$ cat config.mk
export PLATFORM = sky130hd
export DESIGN_NAME = gbre_cell
export DESIGN_NICKNAME = d
export VERILOG_FILES = /design/src/rtl/gbre_pkg.sv /design/src/rtl/gbre_cell.sv
export SDC_FILE = /design/constraint.sdc
export NUM_CORES = 1
export LEC_CHECK = 0
export ABC_CLOCK_PERIOD_IN_PS = 1790
export BUFFER_PORTS_ARGS = -buffer_cell sky130_fd_sc_hd__buf_2
export CAP_MARGIN = 20
export CORE_MARGIN = 4
export CORE_UTILIZATION = 38
export CTS_BUF_LIST = sky130_fd_sc_hd__clkbuf_8 sky130_fd_sc_hd__clkbuf_16
export DETAILED_ROUTE_END_ITERATION = 10
export HOLD_SLACK_MARGIN = 0.03
export PLACE_DENSITY = 0.69
export SYNTH_ARGS = -nofsm -noshare
export SYNTH_HDL_FRONTEND = slang
export SYNTH_SLANG_ARGS = --single-unit
$ cat constraint.sdc
create_clock -name clk -period 1.79 [get_ports clk]
set_input_delay 0.0895 -clock clk [delete_from_list [all_inputs] [get_ports clk]]
set_output_delay 0.0895 -clock clk [all_outputs]
set_load 0.02 [all_outputs]
$ cat src/rtl/gbre_pkg.sv
// Package for the graph reachability engine: command codes, field widths,
// controller states and the control bundle sent from the controller to the cells.
// Has no dependencies.
package gbre_pkg;

    localparam int KIND_W      = 3;
    localparam int NODE_W      = 6;
    localparam int NODES_DEF   = 64;
    localparam int MAX_RESULTS = 64;
    localparam int CNT_W       = 7;
    // Wide enough to compare a node field against any NODES up to 1024
    localparam int EXT_W       = 11;

    localparam logic [KIND_W-1:0] KIND_ADD_NODE   = 3'd0;
    localparam logic [KIND_W-1:0] KIND_RM_NODE    = 3'd1;
    localparam logic [KIND_W-1:0] KIND_ADD_EDGE   = 3'd2;
    localparam logic [KIND_W-1:0] KIND_RM_EDGE    = 3'd3;
    localparam logic [KIND_W-1:0] KIND_CONNECTED  = 3'd4;
    localparam logic [KIND_W-1:0] KIND_COMPONENT  = 3'd5;
    localparam logic [KIND_W-1:0] KIND_CLR_CLAIMS = 3'd6;

    typedef enum logic [1:0] {
        ST_IDLE,
        ST_EXEC,
        ST_WALK,
        ST_EMIT
    } state_t;

    // Per-cycle commands broadcast along the row of node cells
    typedef struct packed {
        logic add_node;
        logic rm_node;
        logic add_edge;
        logic rm_edge;
        logic walk_start;
        logic walk_step;
        logic claim_walk;
        logic clr_claims;
    } cell_ctl_t;

endpackage

$ cat src/rtl/gbre_cell.sv
// One node cell: presence bit, adjacency row, visited and claimed marks.
// Depends on gbre_pkg.
module gbre_cell #(
    parameter int NODES = gbre_pkg::NODES_DEF,
    parameter int IDX   = 0
) (
    input  logic                clk,
    input  logic                rst_n,
    input  gbre_pkg::cell_ctl_t ctl,
    input  logic [NODES-1:0]    sel_a,
    input  logic [NODES-1:0]    sel_b,
    input  logic [NODES-1:0]    visited_vec,
    output logic                present,
    output logic                visited,
    output logic                claimed,
    output logic                grow
);

    logic             present_reg, present_next;
    logic [NODES-1:0] row_reg, row_next;
    logic             visited_reg, visited_next;
    logic             claimed_reg, claimed_next;
    logic             hit;

    // A visited neighbour pulls this node in, unless a claiming walk finds it already claimed
    assign hit  = |(row_reg & visited_vec);
    assign grow = ctl.walk_step && !visited_reg && hit && !(ctl.claim_walk && claimed_reg);

    // Apply edits, walk starts, walk steps and claim clears
    always_comb
    begin
        present_next = present_reg;
        row_next     = row_reg;
        visited_next = visited_reg;
        claimed_next = claimed_reg;
        if (ctl.add_node && sel_a[IDX])
        begin
            present_next = 1'b1;
        end
        if (ctl.rm_node)
        begin
            if (sel_a[IDX])
            begin
                present_next = 1'b0;
                row_next     = '0;
            end
            else
            begin
                row_next = row_reg & ~sel_a;
            end
        end
        if (ctl.add_edge)
        begin
            if (sel_a[IDX])
            begin
                row_next = row_next | sel_b;
            end
            if (sel_b[IDX])
            begin
                row_next = row_next | sel_a;
            end
        end
        if (ctl.rm_edge)
        begin
            if (sel_a[IDX])
            begin
                row_next = row_next & ~sel_b;
            end
            if (sel_b[IDX])
            begin
                row_next = row_next & ~sel_a;
            end
        end
        if (ctl.walk_start)
        begin
            visited_next = sel_a[IDX];
            if (ctl.claim_walk && sel_a[IDX])
            begin
                claimed_next = 1'b1;
            end
        end
        if (grow)
        begin
            visited_next = 1'b1;
            if (ctl.claim_walk)
            begin
                claimed_next = 1'b1;
            end
        end
        if (ctl.clr_claims)
        begin
            claimed_next = 1'b0;
        end
    end

    // Hold cell state
    always_ff @(posedge clk or negedge rst_n)
    begin
        if (!rst_n)
        begin
            present_reg <= 1'b0;
            row_reg     <= '0;
            visited_reg <= 1'b0;
            claimed_reg <= 1'b0;
        end
        else
        begin
            present_reg <= present_next;
            row_reg     <= row_next;
            visited_reg <= visited_next;
            claimed_reg <= claimed_next;
        end
    end

    assign present = present_reg;
    assign visited = visited_reg;
    assign claimed = claimed_reg;

endmodule

Word-level counts from Yosys, hierarchy flattened
Cells that the tools add are included.

Multipliers: 0. Reductions and logical operators: 10. Div/mod/pow operators: 0. $lt $le $gt $ge: 0. Equal/unequal tests: 0. Mux-type cells: 20. Shift operators: 0. Bitwise operators: 8. Add/sub/neg operators: 0.

Operator list (count): 64-bit two-way mux (10); 64-bit AND (4); 64-bit inverter (2); 64-bit OR (2); 64-bit OR reduction (1); 1-bit two-way mux (10); 1-bit logical AND (6); 1-bit logical NOT (2); 2-bit nonzero test (1).

Bits in latches: 0. Memories kept: 0. Input bits: 202. Word-level logic and storage cells: 42. Bits in read-only memories: 0. Output and inout port bits: 4. Register bits: 67. RAM bits: 0.

Longest topological paths before layout
Gate-level depths: netlist of run 1.

Depth after elaboration: 16. Depth in mapped cells: 6. Gate-level depth less buffers: 5.

Worst setup path before layout of run 1
OpenSTA, ideal clock, no wires.

Path type: reg-to-output. From: reg row_reg[16]. To: out grow. Setup slack: 0.345 ns. Stages on the path, launching flop included: 6. Path buffers: 0. Data arrival time: 1.355 ns. Cells stage by stage: dfrtp_1 a22o_1 a221oi_2 nand4_1 nor4_2 nor2_1.

Cells in the longest elaborated chain, start to end: 4.

Ends and longest elaborated chain: start: declaration (RTL line gbre_cell.sv:20) `logic [NODES-1:0] row_reg, row_next;`; start signal: assignment (RTL line gbre_cell.sv:109) `row_reg <= row_next;`; 64-bit AND (RTL line gbre_cell.sv:26) `assign hit = |(row_reg & visited_vec);`; 64-bit OR reduction (RTL line gbre_cell.sv:26); 1-bit logical AND (2 in a row) (RTL line gbre_cell.sv:27) `assign grow = ctl.walk_step && !visited_reg && hit && !(ctl.claim_walk && claimed_reg);`; end: declaration (RTL line gbre_cell.sv:16) `output logic grow`.

Every way passes these cells.

Worst setup path after layout of run 1
From: reg row_reg[12]. To: out grow.

The elaborated chain is that of the path after synthesis.

==> out/metrics.cfg, run 1 <==
[outcome]
outcome = complete, but fails checks
violations = negative setup slack

[sta]
finClkSkew_ns = 0.007306
final_max_slew_viol_count = 0
worst_pin_slew_ns = 0.6037
period_share = 1.200
fmax_ghz = 0.4657
setup_violations = 3
hold_slack_ns = 0.05037
slew_headroom = 0.5976
postLayoutSetupSlackWorst_ns = -0.3574
layout_min_cycle_time_ns = 2.147
rsz0062_at_grt = true
hold_violations = 0

[cts]
cts_buffer_depth = 2
clock-sinks = 67
path_clk_slew_ns = 0.08
numCtsBuffers = 9
root_buffer = clkbuf_8
cts_tree = yes
htreeDepth = 3
insertion_delay_ns = 0.34

[global_routing]
overflow = 0
use_met3 = 0.03844
grt_pass1_wl_um = 22680
grt_busiest_layer = met2
grt_util_met1 = 0.3304
antenna_found_initial = 1
grt_max_degree = 66
track_usage = 0.2443
grtUsageMet2 = 0.3969
grt_pass1_vias = 4426

[yosys]
synth_seq_cells = 67
synth_edf_count = 0
avgSynthCellArea_um2 = 9.539
synth_top_cells_by_area = dfrtp_1, a22o_1, a22oi_1
ys_seq_area_frac = 0.4235
synth.top_cell.area_share = 0.4235
yosys_most_used_dff = dfrtp_1
async_flop_share = 1.000
yosysTopAreaCell = dfrtp_1
ys_top_cells_by_count = a22o_1, dfrtp_1, a21oi_1
yosys_warnings = 0
syn_area_um2 = 3959
netlist_instances = 415
synth_nets = 617
yosysUniqueCellTypes = 22
yosysMostFrequentCell = a22o_1

[detailed_routing]
drt_pass1_iterations = 5
vias = 4496
drt-total-wl_um = 15320
vias_per_cell = 6.059
wire_per_inst_um = 20.64
drc_errors = 0
drtIter0Drc = 355
drtAntennaViolNets = 0

[die]
rows = 36
io_pins = 206
start_util = 0.3977
coreArea_um2 = 9955
dieArea_um2 = 12120
die_h_um = 110.1
die_w_um = 110.1

[cells_and_area]
final_nets = 806
area_delta_synth_final_pct = 36.63
largest_reg_flops = 64
fill_cells = 919
diodes = 0
drive_above_1_share = 0.4089

[power_and_ir_drop]
vdd_ir_drop_max_mv = 0.3687
power.total_mw = 4.027
power_density_nw_per_um2 = 744.6
p_leak_nw = 2.572

[setup_path]
slowest_stage = dfrtp_1
cp.arrival_ns = 2.06
critical_path_buf_inv_count = 2
crit_required_ns = 1.70
cp_top_family = simple AND/OR/NAND/NOR gates
start_kind = register
critical-path-max-stage-delay_ns = 0.39
crit_fanout = 2
critPathKind = register to primary output
worstPathCellList = a22o_1 > a221oi_2 > nand4_1 > nor4_2 > buf_4 > nor2_2 > buf_6
critPathCaptureType = primary output

[hold_path]
min_path_type = primary input to register

[placement]
hpwl_um = 11090
io_buffer_count = 205
place.gp.congestion = 0.8755

[flow_run]
cap_violations = 0

-- path summary, 6_finish.rpt --
check,start,endpoint,slack (ns),cells after the start
worst max register to register,row_reg[12],visited,-0.19,9
worst max-delay path,row_reg[12],grow,-0.36,7
worst min register to register,row_reg[0],row_reg[0],0.53,2
min in group asynchronous,rst_n,row_reg[1],0.22,2
worst min-delay path,sel_b[39],row_reg[39],0.05,3
max in group asynchronous,rst_n,row_reg[55],1.01,3
-- per-layer routing --
metal,vias to the layer above,part of all wire
met5,-,0.00085
met4,2,0.023
met3,27,0.070
met2,228,0.49
met1,2163,0.42
li1,2076,-
-- power breakdown --
group	internal, mW	switching, mW	total, mW
Combinational	0.520	0.536	1.06
Clock	0.509	0.635	1.14
Sequential	1.69	0.141	1.83
-- cell type report --
class                           instances  area (um2)  share of cell area
Clock inverter                          7       52.55            0.009715
Sequential cell                        67        1677              0.3100
Multi-Input combinational cell        304        2148              0.3972
Timing Repair Buffer                  221        1237              0.2288
Inverter                                1       3.754           0.0006940
Tap cell                              133       166.4             0.03077
Clock buffer                            9       123.9             0.02290
-- cells in the final DEF, fill, tap and decap left out, drive strengths merged --
master	count
o22ai	1
nand4b	1
clkbuf	9
nor4	1
nand3b	1
dfrtp	67
nor2b	1
nand4	4
o21ai	65
clkinvlp	4
inv	3
a31oi	1
buf	217
nand2	3
mux2i	1
a22oi	63
nor2	1
dlygate4sd3	4
clkinv	1
a221oi	16
a22o	79
a21oi	66
-- logic make-up (layout without fill, tap and decap cells) --
logic type | count (synthesis) | after routing | share of synthesized area
AOI/OAI and AO/OA | 291 | 291 | 0.5111
buffers and inverters | 44 | 238 | 0.04393
DFF | 67 | 67 | 0.4235
muxes | 1 | 1 | 0.002529
and+or+nand+nor | 12 | 12 | 0.01896
-- stage by stage --
step | TNS, ns | utilization | std cells | setup slack [ns] | cell area, um2
6_report | -0.7268 | 0.5434 | 742 | -0.3574 | 5409
3_3_place_gp | -0.06420 | 0.5140 | 719 | -0.06420 | 5116
2_1_floorplan | 0 | - | 415 | 0.3454 | 3959
3_5_place_dp | -0.09953 | 0.5140 | 719 | -0.09953 | 5116
5_1_grt | -1.030 | 0.5434 | 742 | -0.4684 | 5409
4_1_cts | -0.6394 | 0.5416 | 741 | -0.3932 | 5391
-- tightest hold or removal path, cell delays in order --
cell and delay (ns):
buf_2 0.07, a22o_1 0.13, a21oi_1 0.07
-- repair_timing --
| item | 4_1_cts | 5_1_grt |
|---|---|---|
| hold endpoints to repair | 32 | 0 |
| hold buffers | 4 | 0 |
| buffers inserted | 2 | 1 |
| setup endpoints to repair | 3 | 3 |
| gates resized for setup | 9 | 2 |
| pin swaps | 4 | 2 |
No activity file was read; power rests on OpenSTA's default activity.
==> run 2, diff against run 1 <==
- CTS_CLUSTER_SIZE: default -> 40
- GPL_TIMING_DRIVEN: default -> 0
==> out/metrics.cfg, run 2 (synthesis gave the netlist of run 1 again) <==
[detailed_routing]
drt_pass1_iterations = 5  ; unchanged
drtAntennaViolNets = 0  ; unchanged
wl_met1_um = 6694  ; was 6379 um
wl_met2_um = 7727  ; was 7496 um
wire_per_inst_um = 21.14  ; was 20.64 um
drt-total-wl_um = 16250  ; was 15,320 um
drtIter0Drc = 444  ; was 355
highest_layer = met4  ; was met5
vias_per_cell = 6.137  ; was 6.059
vias = 4719  ; was 4,496
wl_met3_um = 1389  ; was 1071 um
drc_errors = 0  ; unchanged

[cells_and_area]
area_delta_synth_final_pct = 36.35  ; was 36.63%
diodes = 0  ; unchanged
final_common_cell = buf_2  ; unchanged
fin_util = 0.5422  ; was 0.5434
regArea_um2 = 1677  ; unchanged
largest_reg_flops = 64  ; unchanged
drive_above_1_share = 0.3742  ; was 0.4089
fill_cells = 963  ; was 919
design_area_um2 = 5398  ; was 5409 um2
final_cell_mix = buf_2, a22o_1, dfrtp_1  ; unchanged
final_nets = 834  ; was 806
multi_input_area_um2 = 2146  ; was 2148 um2

[placement]
place_area_um2 = 5134  ; was 5116 um2
io_buffer_count = 201  ; was 205
hpwl_um = 12350  ; was 11,090 um
place.gp.congestion = 0.8981  ; was 0.8755

[global_routing]
grt_pass1_vias = 4516  ; was 4,426
grt_pass1_wl_um = 23780  ; was 22,680 um
antenna_found_initial = 0  ; was 1
track_usage = 0.2600  ; was 0.2443
overflow = 0  ; unchanged
grt_max_degree = 68  ; was 66

[sta]
period_share = 1.204  ; was 1.200
setup_violations = 3  ; unchanged
hold_violations = 0  ; unchanged
slew_headroom = 0.4075  ; was 0.5976
finClkSkew_ns = 0.005669  ; was 0.007306 ns
hold_slack_ns = 0.04755  ; was 0.05037 ns
worst_pin_slew_ns = 0.8887  ; was 0.6037 ns
fmax_ghz = 0.4642  ; was 0.4657 GHz
postLayoutSetupSlackWorst_ns = -0.3645  ; was -0.3574 ns
final_max_slew_viol_count = 0  ; unchanged
layout_min_cycle_time_ns = 2.154  ; was 2.147 ns
rsz0062_at_grt = true  ; unchanged

[cts]
cts_buffer_depth = 2  ; unchanged
clock-sinks = 67  ; unchanged
htreeDepth = 3  ; unchanged
path_clk_slew_ns = 0.07  ; was 0.08 ns
cts_tree = yes  ; unchanged
insertion_delay_ns = 0.33  ; was 0.34 ns
root_buffer = clkbuf_8  ; unchanged
numCtsBuffers = 9  ; unchanged

[setup_path]
critical_path_buf_inv_count = 1  ; was 2
start_kind = register  ; unchanged
r2r_cells = 6  ; was 9
crit_required_ns = 1.70  ; about the same
worstPathCellList = a22o_1 > a221oi_2 > nand4_1 > nor4_4 > nor2_1 > buf_4  ; was a22o_1 > a221oi_2 > nand4_1 > nor4_2 > buf_4 > nor2_2 > buf_6
critPathCaptureType = primary output  ; unchanged
slowest_stage = dfrtp_1  ; unchanged
critPathKind = register to primary output  ; unchanged
cp_top_family = simple AND/OR/NAND/NOR gates  ; unchanged
crit_fanout = 2  ; unchanged
cp.arrival_ns = 2.06  ; about the same
critical-path-max-stage-delay_ns = 0.39  ; about the same
cp.depth = 6  ; was 7

[outcome]
outcome = complete, but fails checks  ; unchanged
violations = negative setup slack  ; unchanged

[die]
start_util = 0.3977  ; unchanged
dieArea_um2 = 12120  ; unchanged
rows = 36  ; unchanged
die_w_um = 110.1  ; unchanged
die_h_um = 110.1  ; unchanged
io_pins = 206  ; unchanged
coreArea_um2 = 9955  ; unchanged

[power_and_ir_drop]
vdd_ir_drop_max_mv = 0.3133  ; was 0.3687 mV
p_leak_nw = 2.575  ; was 2.572 nW
power_density_nw_per_um2 = 757.5  ; was 744.6 nW/um2

[flow_run]
cap_violations = 0  ; unchanged

[hold_path]
holdPathStages = 3  ; unchanged
min_path_type = primary input to register  ; unchanged

## run 2: changes by cell type in the layout (fill, tap and decap cells not counted), moves of 3 or more
cell / before / now
buf_12: 5 / 0
buf_2: 202 / 206
buf_4: 7 / 4
buf_6: 3 / 0
clkbuf_1: 0 / 34
clkbuf_8: 9 / 12
clkinvlp_4: 4 / 0
## run 2: path summary, 6_finish.rpt
kind / from / endpoint / slack [ns]
max: row_reg[48] / grow / -0.36
min: ctl[7] / present / 0.05
max reg2reg: row_reg[48] / claimed / -0.05
min reg2reg: row_reg[0] / row_reg[0] / 0.53
max in group asynchronous: rst_n / row_reg[58] / 0.79
min in group asynchronous: rst_n / visited / 0.41
## run 2: final cells by class
cell class / count / area share
buffer: 43 / 0.03153
clock buffer: 12 / 0.03060
clock inverter: 3 / 0.002550
inverter: 1 / 0.0006954
multi-input combinational: 304 / 0.3975
sequential: 67 / 0.3106
tap: 133 / 0.03083
timing repair buffer: 206 / 0.1956
## run 2: tightest hold or removal path: stages
cell and delay (ns):
buf_2 0.08, a21oi_1 0.05, a21oi_1 0.12
## run 2: per-layer routing
layer	vias to the layer above	global-route usage
met1	2275	0.3576
met5	-	0
met4	0	0.1006
met2	277	0.4107
met3	36	0.04135
li1	2131	-
## run 2: stage by stage
step	power, mW	setup WS, ns	std cells	TNS [ns]
after CTS	4.078	-0.3897	769	-0.5074
after global placement	2.860	-0.1581	749	-0.3223
after global routing	4.294	-0.4635	769	-0.7163
after floorplan	2.379	0.3454	415	0
after detailed placement	2.887	-0.1645	749	-0.3536
final	4.089	-0.3645	769	-0.4482
## run 2: timing repair
item,in CTS,in global routing
cloned,0,0
endpoints found under the hold margin,69,0
pin swaps,5,1
setup endpoints to repair,3,3
gates resized for setup,6,1
buffers inserted,2,0
hold buffers,3,0
## run 2: where the power goes
group | internal (mW) | total, mW | switching [mW]
logic | 0.509 | 1.07 | 0.559
registers | 1.69 | 1.84 | 0.156
clock network | 0.600 | 1.18 | 0.577
total | 2.80 | 4.09 | 1.29
